`config.mk`:
```
export PLATFORM = sky130hd
export DESIGN_NAME = hid_alt_code_report_decoder
export DESIGN_NICKNAME = d
export VERILOG_FILES = /design/src/rtl/hacd_pkg.sv /design/src/rtl/hid_alt_code_report_decoder.sv /design/src/rtl/hacd_fifo.sv /design/src/rtl/hacd_front.sv /design/src/rtl/hacd_back.sv
export SDC_FILE = /design/constraint.sdc
export NUM_CORES = 1
export LEC_CHECK = 0
export ABC_AREA = 0
export BUFFER_PORTS_ARGS = -buffer_cell sky130_fd_sc_hd__buf_2
export CORE_UTILIZATION = 45
export DETAILED_ROUTE_END_ITERATION = 8
export PLACE_DENSITY = 0.66
export SLEW_MARGIN = 20
export SYNTH_ARGS = -nofsm -noshare
export SYNTH_HDL_FRONTEND = slang
export SYNTH_HIERARCHICAL = 1
export SYNTH_SLANG_ARGS = --single-unit
```
`constraint.sdc`:
```
create_clock -name clk -period 7.25 [get_ports clk]
set_input_delay 0.725 -clock clk [delete_from_list [all_inputs] [get_ports clk]]
set_output_delay 0.725 -clock clk [all_outputs]
set_load 0.03 [all_outputs]
```
`src/rtl/hacd_pkg.sv`:
```
// Package for the Alt-code keyboard report decoder.
// Holds the report, command and result types, the report classes and the sizing constants.
// No dependencies.
package hacd_pkg;

    // Default limits for the top level parameters, and the queue depth
    localparam int MAX_OUTPUT_CHARS_DEF = 64;
    localparam int MAX_REPORTS_DEF      = 1024;
    localparam int QUEUE_DEPTH          = 2;

    // Report byte values
    localparam logic [7:0] MOD_LEFT_ALT = 8'h04;
    localparam logic [7:0] KEY_TAG      = 8'h53;
    localparam logic [7:0] KEY_PAD_ZERO = 8'h62;
    localparam logic [7:0] KEY_PAD_ONE  = 8'h59;
    localparam logic [7:0] KEY_PAD_NINE = 8'h61;

    // Keypad digit code for a key that is not a keypad digit
    localparam logic [3:0] DIGIT_NONE = 4'hF;

    // Buffer sizes and saturation limits
    localparam int HELD_DEPTH = 3;
    localparam int HELD_SAT   = 4;
    localparam int TAG_SAT    = 2;

    // Report classes
    typedef enum logic [1:0] {
        CLS_OTHER,
        CLS_SEP,
        CLS_TAG,
        CLS_KEY
    } cls_t;

    // One keyboard report as it arrives
    typedef struct packed {
        logic       start_scan;
        logic       final_report;
        logic [7:0] modifier;
        logic [7:0] reserved_byte;
        logic [7:0] key_0;
        logic [7:0] key_1;
        logic [7:0] key_2;
        logic [7:0] key_3;
        logic [7:0] key_4;
        logic [7:0] key_5;
    } report_t;

    // Classified report, passed from the front to the back
    typedef struct packed {
        logic       start_scan;
        logic       final_report;
        cls_t       cls;
        logic [3:0] digit;
        logic       unclean;
    } cmd_t;

    // One result item
    typedef struct packed {
        logic       char_valid;
        logic [6:0] character;
        logic       scan_end;
        logic       scan_ok;
    } result_t;

endpackage

```
`src/rtl/hid_alt_code_report_decoder.sv`:
```
// Alt-code keyboard report decoder, top level.
// Flow: a report is classified on its way into the command queue; the back stage pops it and
// writes its result into the result queue at the same edge, from where it can be transferred out.
// Throughput: one report per cycle while the result queue has room;
// both queues are two entries deep.
// Reset (rst_n, asynchronous, active low) empties both queues and clears scan state but held digits.
// Depends on hacd_pkg, hacd_front, hacd_fifo and hacd_back.
module hid_alt_code_report_decoder #(
    parameter int MAX_OUTPUT_CHARS = hacd_pkg::MAX_OUTPUT_CHARS_DEF,
    parameter int MAX_REPORTS      = hacd_pkg::MAX_REPORTS_DEF
) (
    input  logic              clk,
    input  logic              rst_n,
    input  logic              push,
    output logic              full,
    input  hacd_pkg::report_t report,
    output logic              empty,
    input  logic              pop,
    output hacd_pkg::result_t result
);

    import hacd_pkg::*;

    cmd_t    front_cmd;
    cmd_t    back_cmd;
    logic    cmd_empty;
    logic    cmd_pop;
    result_t back_res;
    logic    res_full;
    logic    res_push;

    // Classify incoming reports
    hacd_front u_front (
        .report (report),
        .cmd    (front_cmd)
    );

    // Queue classified reports for the back stage
    hacd_fifo #(
        .WIDTH ($bits(cmd_t)),
        .DEPTH (QUEUE_DEPTH)
    ) u_cmd_q (
        .clk   (clk),
        .rst_n (rst_n),
        .push  (push),
        .wdata (front_cmd),
        .full  (full),
        .pop   (cmd_pop),
        .rdata (back_cmd),
        .empty (cmd_empty)
    );

    // Run scan state and character match
    hacd_back #(
        .MAX_OUTPUT_CHARS (MAX_OUTPUT_CHARS),
        .MAX_REPORTS      (MAX_REPORTS)
    ) u_back (
        .clk       (clk),
        .rst_n     (rst_n),
        .cmd       (back_cmd),
        .cmd_empty (cmd_empty),
        .cmd_pop   (cmd_pop),
        .res       (back_res),
        .res_full  (res_full),
        .res_push  (res_push)
    );

    // Hold results until transferred out
    hacd_fifo #(
        .WIDTH ($bits(result_t)),
        .DEPTH (QUEUE_DEPTH)
    ) u_res_q (
        .clk   (clk),
        .rst_n (rst_n),
        .push  (res_push),
        .wdata (back_res),
        .full  (res_full),
        .pop   (pop),
        .rdata (result),
        .empty (empty)
    );

endmodule

```
`src/rtl/hacd_fifo.sv`:
```
// Small register queue with push/pop handshakes.
// Generic in width and depth; used between the decoder stages and on the result side.
// No package dependencies.
module hacd_fifo #(
    parameter int WIDTH = 8,
    parameter int DEPTH = 2
) (
    input  logic             clk,
    input  logic             rst_n,
    input  logic             push,
    input  logic [WIDTH-1:0] wdata,
    output logic             full,
    input  logic             pop,
    output logic [WIDTH-1:0] rdata,
    output logic             empty
);

    localparam int PTR_W = (DEPTH > 1) ? $clog2(DEPTH) : 1;
    localparam int CNT_W = $clog2(DEPTH + 1);

    logic [WIDTH-1:0] mem_reg [DEPTH];
    logic [PTR_W-1:0] wr_ptr_reg;
    logic [PTR_W-1:0] wr_ptr_next;
    logic [PTR_W-1:0] rd_ptr_reg;
    logic [PTR_W-1:0] rd_ptr_next;
    logic [CNT_W-1:0] count_reg;
    logic [CNT_W-1:0] count_next;
    logic             do_push;
    logic             do_pop;

    assign full    = (count_reg == CNT_W'(DEPTH));
    assign empty   = (count_reg == '0);
    assign do_push = push && !full;
    assign do_pop  = pop && !empty;
    assign rdata   = mem_reg[rd_ptr_reg];

    // Advance pointers and occupancy
    always_comb
    begin
        wr_ptr_next = wr_ptr_reg;
        rd_ptr_next = rd_ptr_reg;
        count_next  = count_reg;
        if (do_push)
        begin
            wr_ptr_next = (wr_ptr_reg == PTR_W'(DEPTH - 1)) ? '0 : wr_ptr_reg + 1'b1;
        end
        if (do_pop)
        begin
            rd_ptr_next = (rd_ptr_reg == PTR_W'(DEPTH - 1)) ? '0 : rd_ptr_reg + 1'b1;
        end
        if (do_push && !do_pop)
        begin
            count_next = count_reg + 1'b1;
        end
        else if (do_pop && !do_push)
        begin
            count_next = count_reg - 1'b1;
        end
    end

    always_ff @(posedge clk or negedge rst_n)
    begin
        if (!rst_n)
        begin
            wr_ptr_reg <= '0;
            rd_ptr_reg <= '0;
            count_reg  <= '0;
        end
        else
        begin
            wr_ptr_reg <= wr_ptr_next;
            rd_ptr_reg <= rd_ptr_next;
            count_reg  <= count_next;
        end
    end

    // Store the pushed entry
    always_ff @(posedge clk)
    begin
        if (do_push)
        begin
            mem_reg[wr_ptr_reg] <= wdata;
        end
    end

endmodule

```
`src/rtl/hacd_front.sv`:
```
// Front stage of the Alt-code decoder: sorts a raw report into its class.
// Depends on hacd_pkg for the report and command types.
module hacd_front (
    input  hacd_pkg::report_t report,
    output hacd_pkg::cmd_t    cmd
);

    import hacd_pkg::*;

    logic rest_zero;
    logic key_zero;

    // Map a key usage code to its keypad digit
    function automatic logic [3:0] pad_digit(input logic [7:0] k);
        logic [7:0] d;
        begin
            d = k - 8'h58;
            if (k == KEY_PAD_ZERO)
            begin
                pad_digit = 4'd0;
            end
            else if (k >= KEY_PAD_ONE && k <= KEY_PAD_NINE)
            begin
                pad_digit = d[3:0];
            end
            else
            begin
                pad_digit = DIGIT_NONE;
            end
        end
    endfunction

    assign rest_zero = (report.reserved_byte | report.key_1 | report.key_2 |
                        report.key_3 | report.key_4 | report.key_5) == 8'h00;
    assign key_zero  = (report.key_0 == 8'h00);

    // Classify the report
    always_comb
    begin
        cmd.start_scan   = report.start_scan;
        cmd.final_report = report.final_report;
        cmd.digit        = pad_digit(report.key_0);
        cmd.unclean      = !rest_zero;
        cmd.cls          = CLS_OTHER;
        if (report.modifier == 8'h00 && key_zero && rest_zero)
        begin
            cmd.cls = CLS_SEP;
        end
        else if (report.modifier == 8'h00 && report.key_0 == KEY_TAG && rest_zero)
        begin
            cmd.cls = CLS_TAG;
        end
        else if (report.modifier == MOD_LEFT_ALT && !(key_zero && rest_zero))
        begin
            cmd.cls = CLS_KEY;
        end
    end

endmodule

```
`src/rtl/hacd_back.sv`:
```
// Back stage of the Alt-code decoder: scan state, held digits and the character match.
// Depends on hacd_pkg for the command and result types.
module hacd_back #(
    parameter int MAX_OUTPUT_CHARS = hacd_pkg::MAX_OUTPUT_CHARS_DEF,
    parameter int MAX_REPORTS      = hacd_pkg::MAX_REPORTS_DEF
) (
    input  logic              clk,
    input  logic              rst_n,
    input  hacd_pkg::cmd_t    cmd,
    input  logic              cmd_empty,
    output logic              cmd_pop,
    output hacd_pkg::result_t res,
    input  logic              res_full,
    output logic              res_push
);

    import hacd_pkg::*;

    localparam int RC_W = $clog2(MAX_REPORTS + 1);
    localparam int EC_W = $clog2(MAX_OUTPUT_CHARS + 1);

    logic            pending_map_reg;
    logic            pending_map_next;
    logic [1:0]      stop_count_reg;
    logic [1:0]      stop_count_next;
    logic [2:0]      held_count_reg;
    logic [2:0]      held_count_next;
    logic [3:0]      held_key_reg [HELD_DEPTH];
    logic [3:0]      held_key_next [HELD_DEPTH];
    logic            held_unclean_reg;
    logic            held_unclean_next;
    logic [EC_W-1:0] emitted_count_reg;
    logic [EC_W-1:0] emitted_count_next;
    logic [RC_W-1:0] report_count_reg;
    logic [RC_W-1:0] report_count_next;
    logic [6:0]      match_char;

    // Character for three held digits, or zero when the code is not in the table
    function automatic logic [6:0] code_lookup(input logic [3:0] d0, input logic [3:0] d1,
                                               input logic [3:0] d2);
        logic [9:0] v;
        logic       hit;
        begin
            v   = 10'(d0) * 10'd100 + 10'(d1) * 10'd10 + 10'(d2);
            hit = (v == 10'd33) || (v >= 10'd45 && v <= 10'd60) ||
                  (v >= 10'd65 && v <= 10'd90) || (v >= 10'd97 && v <= 10'd122);
            if (d0 == DIGIT_NONE || d1 == DIGIT_NONE || d2 == DIGIT_NONE || !hit)
            begin
                code_lookup = 7'd0;
            end
            else
            begin
                code_lookup = v[6:0];
            end
        end
    endfunction

    assign cmd_pop  = !cmd_empty && !res_full;
    assign res_push = cmd_pop;

    // Apply one classified report to the scan state
    always_comb
    begin
        pending_map_next   = pending_map_reg;
        stop_count_next    = stop_count_reg;
        held_count_next    = held_count_reg;
        held_unclean_next  = held_unclean_reg;
        emitted_count_next = emitted_count_reg;
        report_count_next  = report_count_reg;
        held_key_next      = held_key_reg;
        match_char         = code_lookup(held_key_reg[0], held_key_reg[1], held_key_reg[2]);
        res.char_valid     = 1'b0;
        res.character      = 7'd0;

        // drop the scan state, but the held digit values, on the first report of a scan
        if (cmd.start_scan)
        begin
            pending_map_next   = 1'b0;
            stop_count_next    = '0;
            held_count_next    = '0;
            held_unclean_next  = 1'b0;
            emitted_count_next = '0;
            report_count_next  = '0;
        end

        if (report_count_next < RC_W'(MAX_REPORTS) && stop_count_next < 2'(TAG_SAT))
        begin
            report_count_next = report_count_next + 1'b1;

            // map held digits on the report after a separator
            if (pending_map_next)
            begin
                if (held_count_next == 3'(HELD_DEPTH) && !held_unclean_next &&
                    match_char != 7'd0 && emitted_count_next < EC_W'(MAX_OUTPUT_CHARS))
                begin
                    res.char_valid     = 1'b1;
                    res.character      = match_char;
                    emitted_count_next = emitted_count_next + 1'b1;
                end
                pending_map_next  = 1'b0;
                held_count_next   = '0;
                held_unclean_next = 1'b0;
            end

            case (cmd.cls)
                CLS_SEP:
                begin
                    pending_map_next = 1'b1;
                end
                CLS_TAG:
                begin
                    stop_count_next = stop_count_next + 1'b1;
                end
                CLS_KEY:
                begin
                    if (held_count_next < 3'(HELD_DEPTH))
                    begin
                        held_key_next[held_count_next[1:0]] = cmd.digit;
                        if (cmd.unclean)
                        begin
                            held_unclean_next = 1'b1;
                        end
                    end
                    if (held_count_next < 3'(HELD_SAT))
                    begin
                        held_count_next = held_count_next + 1'b1;
                    end
                end
                default:
                begin
                end
            endcase
        end

        res.scan_end = cmd.final_report;
        res.scan_ok  = cmd.final_report && (stop_count_next == 2'(TAG_SAT));
    end

    // Hold scan state between transfers
    always_ff @(posedge clk or negedge rst_n)
    begin
        if (!rst_n)
        begin
            pending_map_reg   <= 1'b0;
            stop_count_reg    <= '0;
            held_count_reg    <= '0;
            held_unclean_reg  <= 1'b0;
            emitted_count_reg <= '0;
            report_count_reg  <= '0;
        end
        else if (cmd_pop)
        begin
            pending_map_reg   <= pending_map_next;
            stop_count_reg    <= stop_count_next;
            held_count_reg    <= held_count_next;
            held_unclean_reg  <= held_unclean_next;
            emitted_count_reg <= emitted_count_next;
            report_count_reg  <= report_count_next;
        end
    end

    // Held digits carry no reset
    always_ff @(posedge clk)
    begin
        if (cmd_pop)
        begin
            held_key_reg <= held_key_next;
        end
    end

`ifndef SYNTHESIS
    a_emit_limit: assert property (@(posedge clk) disable iff (!rst_n)
        emitted_count_reg <= EC_W'(MAX_OUTPUT_CHARS))
        else $error("emitted count beyond limit");

    a_held_limit: assert property (@(posedge clk) disable iff (!rst_n)
        held_count_reg <= 3'(HELD_SAT) && stop_count_reg <= 2'(TAG_SAT))
        else $error("held or tag count beyond saturation");

    a_frozen_after_tags: assert property (@(posedge clk) disable iff (!rst_n)
        cmd_pop && !cmd.start_scan && stop_count_reg == 2'(TAG_SAT)
        |=> $stable(emitted_count_reg) && $stable(report_count_reg))
        else $error("state moved after closing tag");

    a_char_needs_map: assert property (@(posedge clk) disable iff (!rst_n)
        res_push && res.char_valid |-> pending_map_reg && !cmd.start_scan)
        else $error("character emitted without pending map");
`endif

endmodule
```
==> results of run 1 <==
==> final cells by class <==
type	instances	share of cell area, %
timing repair buffer	81	7.48
sequential	83	42.9
clock inverter	7	1.66
multi-input combinational	301	41.0
clock buffer	9	2.29
tap	133	3.07
inverter	22	1.52
==> worst register-to-register path, delay by kind of cell, from the launching register on <==
family                   cells  cell delay [ns]
AO/OA/AOI/OAI                3             0.74
multiplexers                 1             0.11
flip-flops                   1             0.44
AND/OR/NAND/NOR              2             1.04
adder cells (fa/ha/maj)      5             1.56
XOR/XNOR                     2             0.31
==> metrics by stage <==
stage	cell area, um^2	total power, mW
2_1_floorplan	4700	1.46
3_3_place_gp	5210	1.64
3_5_place_dp	5210	1.68
4_1_cts	5420	2.03
5_1_grt	5420	2.17
6_report	5420	2.01
==> worst paths after layout <==
kind | from | end | slack [ns] | cells after the start
hold / removal | rst_n | u_res_q/rd_ptr_reg | 0.44 | 1
min in group clk | u_back/report_count_reg[0] | u_back/report_count_reg[0] | 0.48 | 2
setup / recovery | u_back/held_key_reg[5] | u_back/emitted_count_reg[3] | 2.93 | 13
setup reg to reg | u_back/held_key_reg[5] | u_back/emitted_count_reg[3] | 2.93 | 13
max in group asynchronous | rst_n | u_back/emitted_count_reg[1] | 6.33 | 1
hold reg to reg | u_back/report_count_reg[0] | u_back/report_count_reg[0] | 0.48 | 2
==> logic make-up after synthesis <==
logic type	after synthesis
xor gates and xnor gates	29
AOI/OAI and AO/OA	62
and+or+nand+nor	152
DFF	83
adders and majority gates	37
muxes	21
buffers and inverters	32
==> routing by layer <==
layer / global-route usage, % / routed length (um) / up-vias
met5: 0 / 0 / -
met4: 4.90 / 119 / 0
met3: 3.38 / 389 / 9
met2: 35.2 / 4890 / 95
met1: 20.5 / 3820 / 1581
li1: - / - / 1681
==> where the power goes <==
part	total [mW]	internal, mW	switching, mW	leakage (nW)
registers	0.734	0.652	0.0820	0.888
logic	0.929	0.348	0.580	1.27
clock network	0.352	0.193	0.159	0.107
==> cells in the mapped netlist (all sizes together), types with 3 or more instances <==
| cell | number |
|---|---|
| edfxtp | 50 |
| nand2 | 44 |
| dfrtp | 33 |
| ha | 32 |
| nor2 | 26 |
| inv | 21 |
| o21ai | 20 |
| mux2 | 19 |
| nor4 | 17 |
| xor2 | 17 |
| a21oi | 15 |
| nand3 | 15 |
| xnor2 | 12 |
| nor3 | 9 |
| buf | 7 |
| a21o | 5 |
| fa | 5 |
| nand2b | 5 |
| nand3b | 5 |
| nand4 | 5 |
| nor2b | 5 |
| a32o | 3 |
| and2 | 3 |
| and3 | 3 |
| clkbuf | 3 |
| nor3b | 3 |
==> cells in the final DEF (no fill, tap or decap), types with 3 or more instances in the layout <==
cell type / synthesis / layout
a21o_1: 5 / 5
a21oi_1: 14 / 14
a32o_1: 3 / 3
and2_1: 3 / 3
and3_1: 3 / 3
buf_2: 1 / 81
clkbuf_8: 0 / 9
dfrtp_1: 33 / 33
edfxtp_1: 50 / 50
fa_1: 5 / 5
ha_1: 32 / 32
inv_1: 21 / 21
mux2_1: 16 / 16
mux2_2: 3 / 3
nand2_1: 42 / 42
nand2b_1: 5 / 5
nand3_1: 15 / 15
nand3b_1: 5 / 5
nand4_1: 5 / 5
nor2_1: 26 / 26
nor2b_1: 5 / 5
nor3_1: 7 / 7
nor3b_1: 3 / 3
nor4_1: 17 / 17
o21ai_0: 15 / 15
o21ai_1: 5 / 5
xnor2_1: 12 / 12
xor2_1: 17 / 17
==> flow_summary.toml, run 1 <==
[outcome]
status = "finished, final reports clean"

[clock_tree]
cts_tree = "yes"
cts_resized = 0
h-tree-depth = 3
clk_pin_slew_worst_paths_ns = 0.09
cts_hold_buf = 0
clockBufferDepth = 2
root_buffer = "clkbuf_8"
postCtsSetupRepairBufs = 0
numCtsBuffers = 9
clock-sinks = 83
clock_latency_ns = 0.34

[worst_setup_path]
cp-start-kind = "flop"
cp_common_cell = "ha_1"
path_buf_inv = 0
cp.arrival_ns = 4.55
cpMaxStageDelayCell = "or4b_4"
cp_top_family = "adder cells"
path_class = "flop to flop"
cp_max_fo = 7
cp.required_ns = 7.47
cp-end-kind = "flop"
worst_path_largest_cell_delay_ns = 0.55
crit_chain = "ha_1, ha_1, fa_1, xor2_1, ha_1, ha_1, o21ai_1, a21oi_2, mux2i_1, or4b_4, a2111oi_4, or4b_1, xor2_1"

[placed_design]
post-place-cells = 620
pre_cts_ws_ns = 2.92
dpl.hpwl_um = 7240
place_congestion = 0.971
portBuffers = 81

[final_layout]
final-instance-count-excl-fill = 636
nFillCells = 888
seqCellArea_mm2 = 0.00233
utilization_pct = 54.4
diodes = 0
largest_register_ffs = 20
layout-drive-gt1-share_pct = 22.7
nets = 605
multi_input_comb_area_mm2 = 0.00222
synthToLayoutAreaGrowth_pct = 15.3

[logic_synthesis]
ys.flop_type = "edfxtp_1"
yosys-mux-area-fraction_pct = 4.98
synth_fa_ha_area_share_pct = 10.6
synthXorXnorAreaFrac_pct = 5.40
synth_compound_area_share_pct = 9.21
synth_edf_count = 50
synth_top_family_by_area = "simple AND/OR/NAND/NOR gates"
ys_ff_latch = 83
yosys_warnings = 6
synthTopCellsByArea = "edfxtp_1 (32%), dfrtp_1 (18%), ha_1 (8.5%)"
syn-cell-area_mm2 = 0.00470
synth_cells = 416
synth_top_area_share_pct = 31.9
synthSimpleGateAreaFrac_pct = 17.1
seq_area_frac_synth_pct = 49.5
synth.avg_cell_area_um2 = 11.3
synth.net_count = 523
synth_top_area_cell = "edfxtp_1"
netlist-cell-type-count = 62
synthArstFlopShare_pct = 39.8

[sta]
setup_viol = 0
finalHoldViolCount = 0
tightest_slew_ns = 0.850
clock.fmax_ghz = 0.231
holdWs_ns = 0.436
rsz0062_at_grt = "no"
slew_viol_final = 0
clock_skew_ns = 0.0154
finalCriticalPeriod_ns = 4.32
tns_ns = 0
relSlewSlack_pct = 43.2
fin_ws_ns = 2.93
fin_crit_sh_pct = 59.6

[flow_run]
cap_violations = 0

[detailed_routing]
post-route-drc-count = 0
first_pass_iters = 4
via_count = 3366
drt_wl_total_um = 9220
avgViaCountPerCell = 5.29
antenna_left = 0
drt_iter0_markers = 178
routedWlPerCell_um = 14.5

[power_and_ir_drop]
p_leak_nw = 2.26
vdd_ir_drop_max_v = 0.000196
power_density_mw_per_mm2 = 372

[grt]
overflow = 0
antenna_found_initial = 0
grt_max_degree = 34
grt_util_all_layers_pct = 18.3
grt_pass1_wl_um = 15700
grt_pass1_vias = 3392

[floorplan]
rows = 36
core_mm2 = 0.00995
die_x_um = 104
die_y_um = 104
dieArea_mm2 = 0.0109
io_pins = 82
initial_core_util_pct = 47.2

[worst_hold_path]
hold_class = "primary input to asynchronous set/reset pin"
No activity file was read; power rests on OpenSTA's default activity.
==> run 2: changes to the inputs <==
==> constraint.sdc (replaced) <==
create_clock -name clk -period 4.4 [get_ports clk]
set_input_delay 0.44 -clock clk [delete_from_list [all_inputs] [get_ports clk]]
set_output_delay 0.44 -clock clk [all_outputs]
set_load 0.03 [all_outputs]
==> flow_summary.toml, run 2 (same netlist as run 1, synthesis figures left out) <==
[grt]
grt_util_all_layers_pct = 18.5
grt_max_degree = 34
grt_pass1_wl_um = 15900
overflow = 0
antenna_found_initial = 0
grt_pass1_vias = 3448

[clock_tree]
clockBufferDepth = 2
clk_pin_slew_worst_paths_ns = 0.10
root_buffer = "clkbuf_8"
numCtsBuffers = 9
h-tree-depth = 3
postCtsSetupRepairBufs = 0
cts_resized = 0
cts_tree = "yes"
cts_hold_buf = 0
clock_latency_ns = 0.37
clock-sinks = 83

[flow_run]
cap_violations = 0

[worst_setup_path]
worst_path_largest_cell_delay_ns = 0.55
crit_chain = "ha_1, ha_1, fa_1, xor2_1, ha_1, ha_1, o21ai_1, a21oi_2, mux2i_1, or4b_4, a2111oi_4, or4b_1, xor2_1"
cp.required_ns = 4.65
cpMaxStageDelayCell = "or4b_4"
path_buf_inv = 0
cp-end-kind = "flop"
cp_max_fo = 4
cp-start-kind = "flop"
r2r_slack_ns = 0.23
r2r_start = "u_back/held_key_reg[5]"
path_class = "flop to flop"
cp_common_cell = "ha_1"
startpoint = "u_back/held_key_reg[5]"
cp_top_family = "adder cells"
cp.arrival_ns = 4.42

[placed_design]
portBuffers = 81
dpl.hpwl_um = 7200
placed_area_mm2 = 0.00521
place_congestion = 0.971
pre_cts_ws_ns = 0.242

[final_layout]
nets = 606
seqCellArea_mm2 = 0.00233
largest_register_ffs = 20
nFillCells = 887
diodes = 0
layout.cells.most_common = "buf_2"
synthToLayoutAreaGrowth_pct = 14.8
utilization_pct = 54.2
final_area_mm2 = 0.00540
final_cell_mix = "buf_2 (81), edfxtp_1 (50), nand2_1 (42)"
layout-drive-gt1-share_pct = 23.0
multi_input_comb_area_mm2 = 0.00222

[detailed_routing]
avgViaCountPerCell = 5.37
drt_iter0_markers = 175
first_pass_iters = 4
antenna_left = 0
drt_wl_total_um = 9290
via_count = 3420
routedWlPerCell_um = 14.6
post-route-drc-count = 0

[sta]
tightest_slew_ns = 0.865
clock.fmax_ghz = 0.240
slew_viol_final = 0
fin_ws_ns = 0.233
fin_crit_sh_pct = 94.7
setup_viol = 0
tns_ns = 0
finalHoldViolCount = 0
relSlewSlack_pct = 42.1
holdWs_ns = 0.118
finalCriticalPeriod_ns = 4.17
clock_skew_ns = 0.0170
rsz0062_at_grt = "no"

[floorplan]
rows = 36
dieArea_mm2 = 0.0109
die_x_um = 104
core_mm2 = 0.00995
io_pins = 82
die_y_um = 104
initial_core_util_pct = 47.2

[power_and_ir_drop]
vdd_ir_drop_max_v = 0.000271
internal-power_mw = 1.86
pwr-share-clk_pct = 15.7
swShare_pct = 42.8
p_switching_mw = 1.39
power_density_mw_per_mm2 = 602
power_frac_comb_pct = 47.3
p_seq_share_pct = 37.0
p_leak_nw = 2.25

[outcome]
status = "finished, final reports clean"

[worst_hold_path]
hold_class = "primary input to asynchronous set/reset pin"
run 2: changes by cell type in the layout (fill, tap and decap cells not counted), sizes merged:
cell / previous run / this run
bufinv: 2 / 0
inv: 22 / 24
buf: 81 / 82
clkinv: 4 / 3
clkinvlp: 1 / 2
run 2: path summary, 6_finish.rpt:
check                                                   end  cells past startpoint
worst max-delay path            u_back/emitted_count_reg[3]                     13
worst min-delay path                     u_res_q/rd_ptr_reg                      1
worst max register to register  u_back/emitted_count_reg[3]                     13
worst min register to register           u_cmd_q/wr_ptr_reg                      1
max in group asynchronous       u_back/emitted_count_reg[6]                      1
min in group clk                      u_cmd_q/mem_reg[1][8]                      1
run 2: worst register-to-register path: cells and delay by family (launching register included):
| kind | cells | cell delay (ns) |
|---|---|---|
| AOI/OAI and AO/OA | 3 | 0.58 |
| xor gates and xnor gates | 2 | 0.32 |
| adders and majority gates | 5 | 1.59 |
| DFF | 1 | 0.45 |
| muxes | 1 | 0.11 |
| and+or+nand+nor | 2 | 1.03 |
run 2: metal layers:
metal / GRT usage, % / wire length (um) / vias up
li1: - / - / 1683
met1: 21.3 / 3920 / 1610
met2: 32.8 / 4660 / 106
met3: 3.76 / 404 / 21
met4: 9.08 / 303 / 0
met5: 0 / 0 / -
run 2: area by class of cell:
class                   instances  share of cell area [%]
well taps                     133                    3.08
clock inverters                 7                    1.09
multi-input cells             301                    41.2
inverters                      22                    1.53
clock buffers                   9                    2.30
repair buffers                 82                    7.65
flip-flops and latches         83                    43.1
run 2: through the flow:
step                total power, mW  std cells
floorplan                      2.40        416
global placement               2.71        621
detailed placement             2.75        621
CTS                            3.26        637
global route                   3.50        637
finish                         3.25        637
run 2: power by group through the flow:
stage | clock, mW | sequential (mW) | combinational, mW
6_report | 0.509 | 1.20 | 1.54
5_1_grt | 0.550 | 1.24 | 1.72
4_1_cts | 0.518 | 1.21 | 1.54
3_5_place_dp | 0 | 1.22 | 1.53
3_3_place_gp | 0 | 1.22 | 1.49
2_1_floorplan | 0 | 1.16 | 1.24
